<file path="src/rtl/csvt_pkg.sv">
// ----------------------------------------------------------------------------
// csvt_pkg
// Shared types, character codes and the per-character field scanner.
// ----------------------------------------------------------------------------
package csvt_pkg;

  localparam logic [7:0] CH_LF       = 8'd10;
  localparam logic [7:0] CH_CR       = 8'd13;
  localparam logic [7:0] CH_QUOTE    = 8'd34;
  localparam logic [7:0] DELIM_RESET = 8'd44;

  localparam logic [1:0] KIND_CHAR   = 2'd0;
  localparam logic [1:0] KIND_FIELD  = 2'd1;
  localparam logic [1:0] KIND_RECORD = 2'd2;

  localparam logic [1:0] MODE_PLAIN  = 2'd0;
  localparam logic [1:0] MODE_QUOTED = 2'd1;
  localparam logic [1:0] MODE_QPEND  = 2'd2;

  localparam int MAX_EVENTS = 3;

  typedef struct packed {
    logic [1:0] kind;
    logic [7:0] ch;
  } event_t;

  typedef struct packed {
    logic [1:0] mode;
    logic       emit;
    event_t     ev;
  } feed_res_t;

  typedef struct packed {
    logic [1:0] cnt;
    logic [1:0] rd;
  } buf_status_t;

  function automatic feed_res_t feed(input logic [1:0] mode, input logic [7:0] c,
                                     input logic [7:0] delim);
    feed_res_t r;
    logic      done;
    r.mode    = mode;
    r.emit    = 1'b0;
    r.ev.kind = KIND_CHAR;
    r.ev.ch   = 8'd0;
    done      = 1'b0;
    if (mode == MODE_QPEND) begin
      if (c == CH_QUOTE) begin
        r.emit  = 1'b1;
        r.ev.ch = CH_QUOTE;
        r.mode  = MODE_QUOTED;
        done    = 1'b1;
      end
    end else if (mode == MODE_QUOTED) begin
      done = 1'b1;
      if (c == CH_QUOTE) begin
        r.mode = MODE_QPEND;
      end else begin
        r.emit  = 1'b1;
        r.ev.ch = c;
      end
    end
    if (!done) begin
      r.mode = MODE_PLAIN;
      if (c == CH_LF) begin
        r.emit    = 1'b1;
        r.ev.kind = KIND_RECORD;
      end else if (c == delim) begin
        r.emit    = 1'b1;
        r.ev.kind = KIND_FIELD;
      end else if (c == CH_QUOTE) begin
        r.mode = MODE_QUOTED;
      end else begin
        r.emit  = 1'b1;
        r.ev.ch = c;
      end
    end
    return r;
  endfunction

endpackage

</file>
<file path="src/rtl/csvt_scan.sv">
// ----------------------------------------------------------------------------
// csvt_scan
// Holds quote mode, held CR and delimiter; turns one byte into up to three
// packed events.
// ----------------------------------------------------------------------------
module csvt_scan (
  input  logic                  clk,
  input  logic                  rst,
  input  logic                  cfg_we,
  input  logic [7:0]            cfg_delim,
  input  logic                  accept,
  input  logic [7:0]            text_byte,
  input  logic                  end_of_text,
  output csvt_pkg::event_t      ev [csvt_pkg::MAX_EVENTS],
  output logic [1:0]            ev_cnt
);
  import csvt_pkg::*;

  logic [1:0] quote_mode;
  logic [1:0] quote_mode_next;
  logic       cr_held;
  logic       cr_held_next;
  logic [7:0] delim;

  feed_res_t  f1;
  feed_res_t  f2;
  feed_res_t  f3;
  logic       v1;
  logic       v2;
  logic       v3;
  logic       consumed;
  logic       hold_cr;
  logic [1:0] m1;
  logic [1:0] m2;

  always_comb begin
    consumed = cr_held && (text_byte == CH_LF);
    f1 = feed(quote_mode, consumed ? CH_LF : CH_CR, delim);
    v1 = cr_held && f1.emit;
    m1 = cr_held ? f1.mode : quote_mode;

    hold_cr = (text_byte == CH_CR) && !end_of_text;
    f2 = feed(m1, text_byte, delim);
    v2 = !consumed && !hold_cr && f2.emit;
    m2 = (!consumed && !hold_cr) ? f2.mode : m1;

    f3 = feed(m2, CH_LF, delim);
    v3 = end_of_text && (text_byte != CH_LF) && f3.emit;

    if (end_of_text) begin
      quote_mode_next = MODE_PLAIN;
      cr_held_next    = 1'b0;
    end else begin
      quote_mode_next = m2;
      cr_held_next    = !consumed && hold_cr;
    end

    ev[2] = f3.ev;
    ev[1] = (v1 && v2) ? f2.ev : f3.ev;
    ev[0] = v1 ? f1.ev : (v2 ? f2.ev : f3.ev);
    ev_cnt = {1'b0, v1} + {1'b0, v2} + {1'b0, v3};
  end

  always_ff @(posedge clk) begin
    if (rst) begin
      quote_mode <= MODE_PLAIN;
      cr_held    <= 1'b0;
      delim      <= DELIM_RESET;
    end else begin
      if (cfg_we) begin
        delim <= cfg_delim;
      end
      if (accept) begin
        quote_mode <= quote_mode_next;
        cr_held    <= cr_held_next;
      end
    end
  end

endmodule

</file>
<file path="src/rtl/csvt_out_buf.sv">
// ----------------------------------------------------------------------------
// csvt_out_buf
// Result register for up to three events of one byte, sent one per beat.
// ----------------------------------------------------------------------------
module csvt_out_buf (
  input  logic                   clk,
  input  logic                   rst,
  input  logic                   load,
  input  csvt_pkg::event_t       ev [csvt_pkg::MAX_EVENTS],
  input  logic [1:0]             ev_cnt,
  input  logic                   out_ready,
  output logic                   out_valid,
  output logic                   can_load,
  output csvt_pkg::event_t       head,
  output logic                   head_last,
  output csvt_pkg::buf_status_t  status
);
  import csvt_pkg::*;

  event_t     slot [MAX_EVENTS];
  logic [1:0] cnt;
  logic [1:0] rd;
  logic [1:0] rd_inc;

  assign rd_inc    = rd + 2'd1;
  assign out_valid = (rd != cnt);
  assign head_last = (rd_inc == cnt);
  assign can_load  = !out_valid || (head_last && out_ready);
  assign status    = '{cnt: cnt, rd: rd};

  always_comb begin
    case (rd)
      2'd0:    head = slot[0];
      2'd1:    head = slot[1];
      2'd2:    head = slot[2];
      default: head = slot[0];
    endcase
  end

  always_ff @(posedge clk) begin
    if (rst) begin
      cnt <= 2'd0;
      rd  <= 2'd0;
    end else if (load) begin
      cnt <= ev_cnt;
      rd  <= 2'd0;
    end else if (out_valid && out_ready) begin
      rd <= rd_inc;
    end
  end

  always_ff @(posedge clk) begin
    if (load) begin
      slot <= ev;
    end
  end

endmodule

</file>
<file path="src/rtl/csv_stream_tokenizer_core.sv">
// ----------------------------------------------------------------------------
// csv_stream_tokenizer_core
// A byte's first event shows in the cycle after its beat is taken.
// One byte per cycle while out_ready is high and each byte gives at most
// one event; more events hold the input while the output register drains.
// Reset (rst, synchronous): unquoted mode, no held CR, delimiter ','.
// ----------------------------------------------------------------------------
module csv_stream_tokenizer_core (
  input  logic       clk,
  input  logic       rst,
  input  logic       cfg_valid,
  output logic       cfg_ready,
  input  logic [7:0] delimiter_char,
  input  logic       in_valid,
  output logic       in_ready,
  input  logic [7:0] text_byte,
  input  logic       end_of_text,
  output logic       out_valid,
  input  logic       out_ready,
  output logic [1:0] event_kind,
  output logic [7:0] field_char,
  output logic       last_of_run
);
  import csvt_pkg::*;

  event_t      ev [MAX_EVENTS];
  logic [1:0]  ev_cnt;
  logic        accept;
  logic        can_load;
  event_t      head;
  buf_status_t status;

  assign cfg_ready  = 1'b1;
  assign in_ready   = can_load;
  assign accept     = in_valid && in_ready;
  assign event_kind = head.kind;
  assign field_char = head.ch;

  csvt_scan u_scan (
    .clk         (clk),
    .rst         (rst),
    .cfg_we      (cfg_valid && cfg_ready),
    .cfg_delim   (delimiter_char),
    .accept      (accept),
    .text_byte   (text_byte),
    .end_of_text (end_of_text),
    .ev          (ev),
    .ev_cnt      (ev_cnt)
  );

  csvt_out_buf u_out_buf (
    .clk       (clk),
    .rst       (rst),
    .load      (accept),
    .ev        (ev),
    .ev_cnt    (ev_cnt),
    .out_ready (out_ready),
    .out_valid (out_valid),
    .can_load  (can_load),
    .head      (head),
    .head_last (last_of_run),
    .status    (status)
  );

`ifndef NO_ASSERTIONS
  a_rd_bound: assert property (@(posedge clk) disable iff (rst)
    status.rd <= status.cnt)
    else $error("read pointer past event count");

  a_nonchar_zero: assert property (@(posedge clk) disable iff (rst)
    (out_valid && event_kind != KIND_CHAR) |-> field_char == 8'd0)
    else $error("separator event carries a character");

  a_drain_empty: assert property (@(posedge clk) disable iff (rst)
    (out_valid && out_ready && last_of_run && !accept) |=> !out_valid)
    else $error("output still valid after last beat of a run");
`endif

endmodule
</file>
<file path="config.mk">
export PLATFORM = sky130hd
export DESIGN_NAME = csv_stream_tokenizer_core
export DESIGN_NICKNAME = d
export VERILOG_FILES = /design/src/rtl/csvt_pkg.sv /design/src/rtl/csvt_scan.sv /design/src/rtl/csvt_out_buf.sv /design/src/rtl/csv_stream_tokenizer_core.sv
export SDC_FILE = /design/constraint.sdc
export NUM_CORES = 1
export LEC_CHECK = 0
export BUFFER_PORTS_ARGS = -buffer_cell sky130_fd_sc_hd__buf_4
export CORE_UTILIZATION = 60
export DETAILED_ROUTE_END_ITERATION = 7
export GPL_TIMING_DRIVEN = 1
export PLACE_DENSITY = 0.86
export SYNTH_ARGS = -nofsm -noshare
export SYNTH_HDL_FRONTEND = slang
export SYNTH_SLANG_ARGS = --single-unit
export TNS_END_PERCENT = 50
</file>
<file path="constraint.sdc">
create_clock -name clk -period 4 [get_ports clk]
set_input_delay 0.2 -clock clk [delete_from_list [all_inputs] [get_ports clk]]
set_output_delay 0.2 -clock clk [all_outputs]
set_load 0.01 [all_outputs]
</file>
## After elaboration in Yosys (flattened, before gate mapping)

Cells that the tools add are included.

| storage, ports and cells | value |
|---|---|
| bits in writable memories | 0 |
| ROM bits | 0 |
| logic and storage cells | 110 |
| latch bits | 0 |
| input port bits | 22 |
| memories kept | 0 |
| register bits after elaboration | 45 |

| operators by class | value |
|---|---|
| multiplexer cells | 60 |
| eq/ne operators | 18 |
| bitwise logic cells | 0 |
| reductions and logical operators | 18 |
| order comparisons | 0 |
| add/sub/neg operators | 3 |
| multipliers | 0 |
| shifts and indexed selects | 0 |
| div/mod/pow operators | 0 |

Operators with widths:

| cell | count |
|---|---|
| $mux W8 | 13 |
| $mux W10 | 4 |
| $mux W3 | 9 |
| $mux W13 | 2 |
| $eq A8 B4 Y1 const B | 3 |
| $pmux W10 S2 | 1 |
| $mux W1 | 19 |
| $mux W2 | 9 |
| $eq A8 B6 Y1 const B | 2 |
| $eq A8 B8 Y1 | 2 |
| $mux W6 | 2 |
| $logic_and A1 B1 Y1 | 11 |
| $eq A2 B1 Y1 const B | 4 |
| $eq A2 B2 Y1 const B | 4 |
| $ne A8 B4 Y1 const B | 1 |
| $logic_not A1 Y1 | 4 |
| $mux W4 | 1 |
| $add A1 B1 Y2 | 1 |
| $add A2 B1 Y2 | 1 |
| $add A2 B1 Y2 const B | 1 |
| $eq A2 B2 Y1 | 1 |
| $ne A2 B2 Y1 | 1 |
| $reduce_or A2 Y1 | 1 |
| $logic_and A1 B1 Y1 const B | 1 |
| $logic_or A1 B1 Y1 | 1 |

## Logic depth before layout (Yosys ltp)

| depth | value |
|---|---|
| depth after elaboration | 26 |
| gate-level depth with buffers | 10 |

## Cells and area by module

From an unflattened synthesis, not the netlist that was laid out.

| second synthesis, totals | value |
|---|---|
| cell total of the unflattened synthesis | 248 |
| area, all modules | 2618.8 um^2 |

By module, submodules not included:

| module | cells each | seq. area each (um^2) | area an instance (um^2) | times used |
|---|---|---|---|---|
| csvt_out_buf | 94 | 980.9 | 1355.0 | 1 |
| csvt_scan | 151 | 220.2 | 1246.2 | 1 |
| csv_stream_tokenizer_core | 3 | 0.0 | 17.5 | 1 |

## Worst setup path after synthesis

OpenSTA, ideal clock, no wires.

| path | value |
|---|---|
| path kind | register to register |
| start point | register u_out_buf.rd[0] |
| end point | register u_scan.cr_held |
| setup slack | 1.607 ns |
| arrival | 2.266 ns |
| library setup time | 0.128 ns |
| clock period less this slack | 2.393 ns |
| data required time | 3.872 ns |
| stages on the path, launching flop included | 11 |
| path through | dfxtp_1 -> inv_1 -> ha_1 -> clkbuf_1 -> xnor2_1 -> nor2_1 -> a22o_1 -> and2_1 -> buf_2 -> mux2i_1 -> nor2_1 |

| on the way | value |
|---|---|
| cells in the longest elaborated chain, start to end | 5 |
| elaborated cells between the ends (all ways) | 7 |
| those cells by class | add/sub (1); eq/ne (2); reduce/logical (4) |

RTL lines:

| item | RTL line | RTL |
|---|---|---|
| from (decl) | csvt_out_buf.sv:22 | `logic [1:0] rd;` |
| from (signal assigned) | csvt_out_buf.sv:48 | `rd <= rd_inc;` |
| $add A2 B1 Y2 | csvt_out_buf.sv:25 | `assign rd_inc = rd + 2'd1;` |
| via u_out_buf.rd_inc[0] | csvt_out_buf.sv:23 | `logic [1:0] rd_inc;` |
| $eq A2 B2 Y1 | csvt_out_buf.sv:27 | `assign head_last = (rd_inc == cnt);` |
| via last_of_run | csv_stream_tokenizer_core.sv:22 | `output logic last_of_run` |
| $logic_and A1 B1 Y1 | csvt_out_buf.sv:28 | `assign can_load = !out_valid \|\| (head_last && out_ready);` |
| $logic_or A1 B1 Y1 | csvt_out_buf.sv:28 |  |
| via in_ready | csv_stream_tokenizer_core.sv:15 | `output logic in_ready,` |
| $logic_and A1 B1 Y1 | csv_stream_tokenizer_core.sv:35 | `assign accept = in_valid && in_ready;` |
| via accept | csv_stream_tokenizer_core.sv:28 | `logic accept;` |
| to (signal assigned) | csvt_scan.sv:75 | `cr_held <= cr_held_next;` |
| to (decl) | csvt_scan.sv:21 | `logic cr_held;` |

The timed path passes the listed nets, and every way through them passes these cells.
A chain may end at the register's enable or synchronous reset.

## Worst setup path in the final report

| path | value |
|---|---|
| start point | register u_out_buf.rd[0] |
| end point | register u_out_buf.rd[1] |

| on the way | value |
|---|---|
| cells in the longest elaborated chain, start to end | 6 |
| elaborated cells between the ends (all ways) | 9 |
| those cells by class | add/sub (1); eq/ne (2); reduce/logical (6) |

RTL lines:

| item | RTL line |
|---|---|
| $add A2 B1 Y2 | csvt_out_buf.sv:25 |
| via u_out_buf.rd_inc[0] | csvt_out_buf.sv:23 |
| $eq A2 B2 Y1 | csvt_out_buf.sv:27 |
| $logic_and A1 B1 Y1 | csvt_out_buf.sv:28 |
| $logic_or A1 B1 Y1 | csvt_out_buf.sv:28 |
| $logic_and A1 B1 Y1 | csv_stream_tokenizer_core.sv:35 |
| $reduce_or A2 Y1 (no source line) | n/a |

The timed path passes the listed nets, and every way through them passes these cells.

==> key figures <==
GRT
  • Vias in the first global route: 1,568
  • Met2 GRT Util: 47.88%
  • GRT Util Overall: between 20% and 30%
  • First-pass GRT wire length: 7.072 mm
  • Largest net degree at the start of global routing: 33
  • Antenna violations before repair: 0
  • GR Overflow Total: 0
  • Met1 Usage GRT: 32.08%
  • Busiest layer in global routing: met2
  • Met3 GRT Util: between 6 and 7%

Clock tree
  • Worst-skew pair later-pin latency: 350 ps
  • Total CTS buffers: 5
  • TritonCTS clock tree: done
  • CTS HTree Levels: 2
  • Clk root buf: clkbuf_4
  • CTS Buffer Depth: 2
  • # Post-CTS Setup Buffers: 0
  • Hold buffer count at CTS: 0
  • Post-cts resize count: 0
  • Clock sink count: 37
  • Clk slew on worst S/H paths: between 100 and 150 ps

Synthesis
  • Synth Warn #: 0
  • Sequential share of the synthesized area: 46.94%
  • Synth async-reset ratio: 0%
  • Syn Nets: 222
  • Syn Std Cell Area: 2047 um2
  • Post-Syn Area per Cell: 10.39 um2
  • Post-synth EDFFs: 22
  • Cells after synthesis: approximately 200
  • Top_reg_cell synth: edfxtp_1
  • Netlist cell types: 53
  • Yosys reg bits: 37

Run status
  • Status: complete, no violations

Timing
  • Max Clock Skew: ~13 ps
  • Hold slack: 53.42 ps
  • F_max: 418.7 MHz
  • Final setup vio count: 0
  • Fin. Hold Viols: 0
  • Setup TNS: 0 ps
  • Minimum clock period after layout: approximately 2400 ps
  • Setup ws final: 1612 ps
  • Slew headroom: 58.98%
  • Worst Max-Slew Pin Slew: between 500 and 600 ps
  • RSZ-0062 raised after global routing: false
  • Final worst path period share: 59.70%
  • Slew Viols, Final: 0

Cells and area
  • Layout cells sized above 1: around a fifth
  • N_diodes: 0
  • Most frequent cells in the layout: buf_4 (35), edfxtp_1 (22), dfxtp_1 (15)
  • Nets: between 200 and 300
  • Area Growth Syn to Fin: 18.28%
  • Most common cell after layout, fill and taps aside: buf_4

Die
  • Ports: 36
  • Initial Utilization: 64.92%
  • Core ar.: 3153 um2
  • Die X: 60.41 um
  • Row cnt: 20
  • Die Span Y: 60.41 um
  • Die Area: between 3000 and 4000 um2

Detailed routing
  • Initial DRC Count: between 90 and 100
  • Via count: 1,668
  • Final ANT Viol Nets: 0
  • Router iterations before antenna repair: 4
  • DR WL/cell: 16.03 um
  • Vias per Instance: ~6.1
  • Drt total wl: 4.408 mm
  • DRC viols: 0

Worst setup path
  • Critical path's top delay family: adder cells
  • WP data arrival: 2610 ps
  • Crit Path Max Fanout: 32
  • Type of origin of the critical path: flop
  • WS Path Type: flop to flop
  • Critical path cell sequence: inv_1, ha_1, xnor2_1, nor2_1, a22o_1, and2_1, buf_4, a2111oi_0
  • Worst EP required: 4220 ps
  • Slowest Stage Delay on Critical Path: 610 ps
  • Worst setup EP type: flop
  • Buf+Inv Stages, Crit Path: 2
  • Worst path slowest cell: ha_1

Power
  • Leakage Power: slightly below 1 nW
  • Power consumption: 1.474 mW
  • Power density over the cells: 608.9 nW/um2
  • Max VDD drop: around 0.34 mV

Placed design
  • Pre-CTS WS: 1572 ps
  • Hpwl dp: 3.289 mm
  • Placer Congestion: between 0.9 and 1
  • IO buf count: 34

Job
  • Max-cap violations: 0

Worst hold path
  • Hold crit path type: input pin to flop
worst paths after layout:
| kind | start | endpoint | slack [ps] | depth (start not counted) |
|---|---|---|---|---|
| setup / recovery | u_out_buf.rd[0] | u_out_buf.rd[1] | 1610 | 8 |
| hold / removal | delimiter_char[5] | u_scan.delim[5] | 50 | 2 |
| setup reg to reg | u_out_buf.rd[0] | u_out_buf.rd[1] | 1610 | 8 |
| hold reg to reg | u_out_buf.cnt[0] | u_out_buf.cnt[0] | 530 | 2 |
sequential cells by signal (all words and copies together) (netlist names):
register,count
u_out_buf.cnt,2
u_out_buf.rd,2
u_out_buf.slot,22
u_scan.cr_held,1
u_scan.delim,8
u_scan.quote_mode,2
cell families (layout without fill, tap and decap cells):
group | Yosys count | in the layout | share of synthesized area, %
AO/OA/AOI/OAI | 50 | 50 | 18.15
XOR/XNOR | 12 | 12 | 5.134
adder cells (fa/ha/maj) | 3 | 3 | 2.200
buffers and inverters | 15 | 49 | 3.362
flip-flops | 37 | 37 | 46.94
multiplexers | 7 | 7 | 3.423
other | 1 | 1 | 0.1832
AND/OR/NAND/NOR | 72 | 72 | 20.60
cells in the mapped netlist (all sizes together) (5+ instances only):
| cell | number | area, um2 |
|---|---|---|
| a21oi | 5 | 25.02 |
| a22o | 8 | 70.07 |
| a22oi | 5 | 37.54 |
| and2 | 10 | 62.56 |
| clkbuf | 6 | 22.52 |
| dfxtp | 15 | 300.3 |
| edfxtp | 22 | 660.6 |
| inv | 6 | 22.52 |
| mux2i | 7 | 70.07 |
| nand2 | 14 | 52.55 |
| nand3 | 5 | 25.02 |
| nor2 | 14 | 52.55 |
| nor2b | 7 | 43.79 |
| o21ai | 8 | 40.03 |
| xor2 | 8 | 70.07 |
routing by layer:
layer | up-vias | routed length [um]
met3 | 15 | 294
met1 | 766 | 1750
met2 | 79 | 2265
li1 | 808 | -
met4 | 0 | 98
met5 | - | 0
where the power goes:
part	leakage [nW]	switching [mW]	internal, mW	total [mW]
clock network	0.0552	0.124	0.193	0.318
logic	0.581	0.308	0.276	0.585
registers	0.330	0.0424	0.529	0.572
total	0.966	0.475	0.999	1.47
per-stage QoR:
| step | util [%] | instance area (um2) | std cells |
|---|---|---|---|
| 2_1_floorplan | - | 2047 | 197 |
| 3_3_place_gp | 73.53 | 2318 | 267 |
| 3_5_place_dp | 73.53 | 2318 | 267 |
| 4_1_cts | 76.79 | 2421 | 275 |
| 5_1_grt | 76.79 | 2421 | 275 |
| 6_report | 76.79 | 2421 | 275 |
area by class of cell:
type	instances	area, um2
Timing Repair Buffer	35	262.8
Clock buffer	5	37.54
Fill cell	233	732.0
Inverter	6	22.52
Clock inverter	3	65.06
Multi-Input combinational cell	145	1017
Tap cell	44	55.05
Sequential cell	37	960.9
No activity file was read; power rests on OpenSTA's default activity.
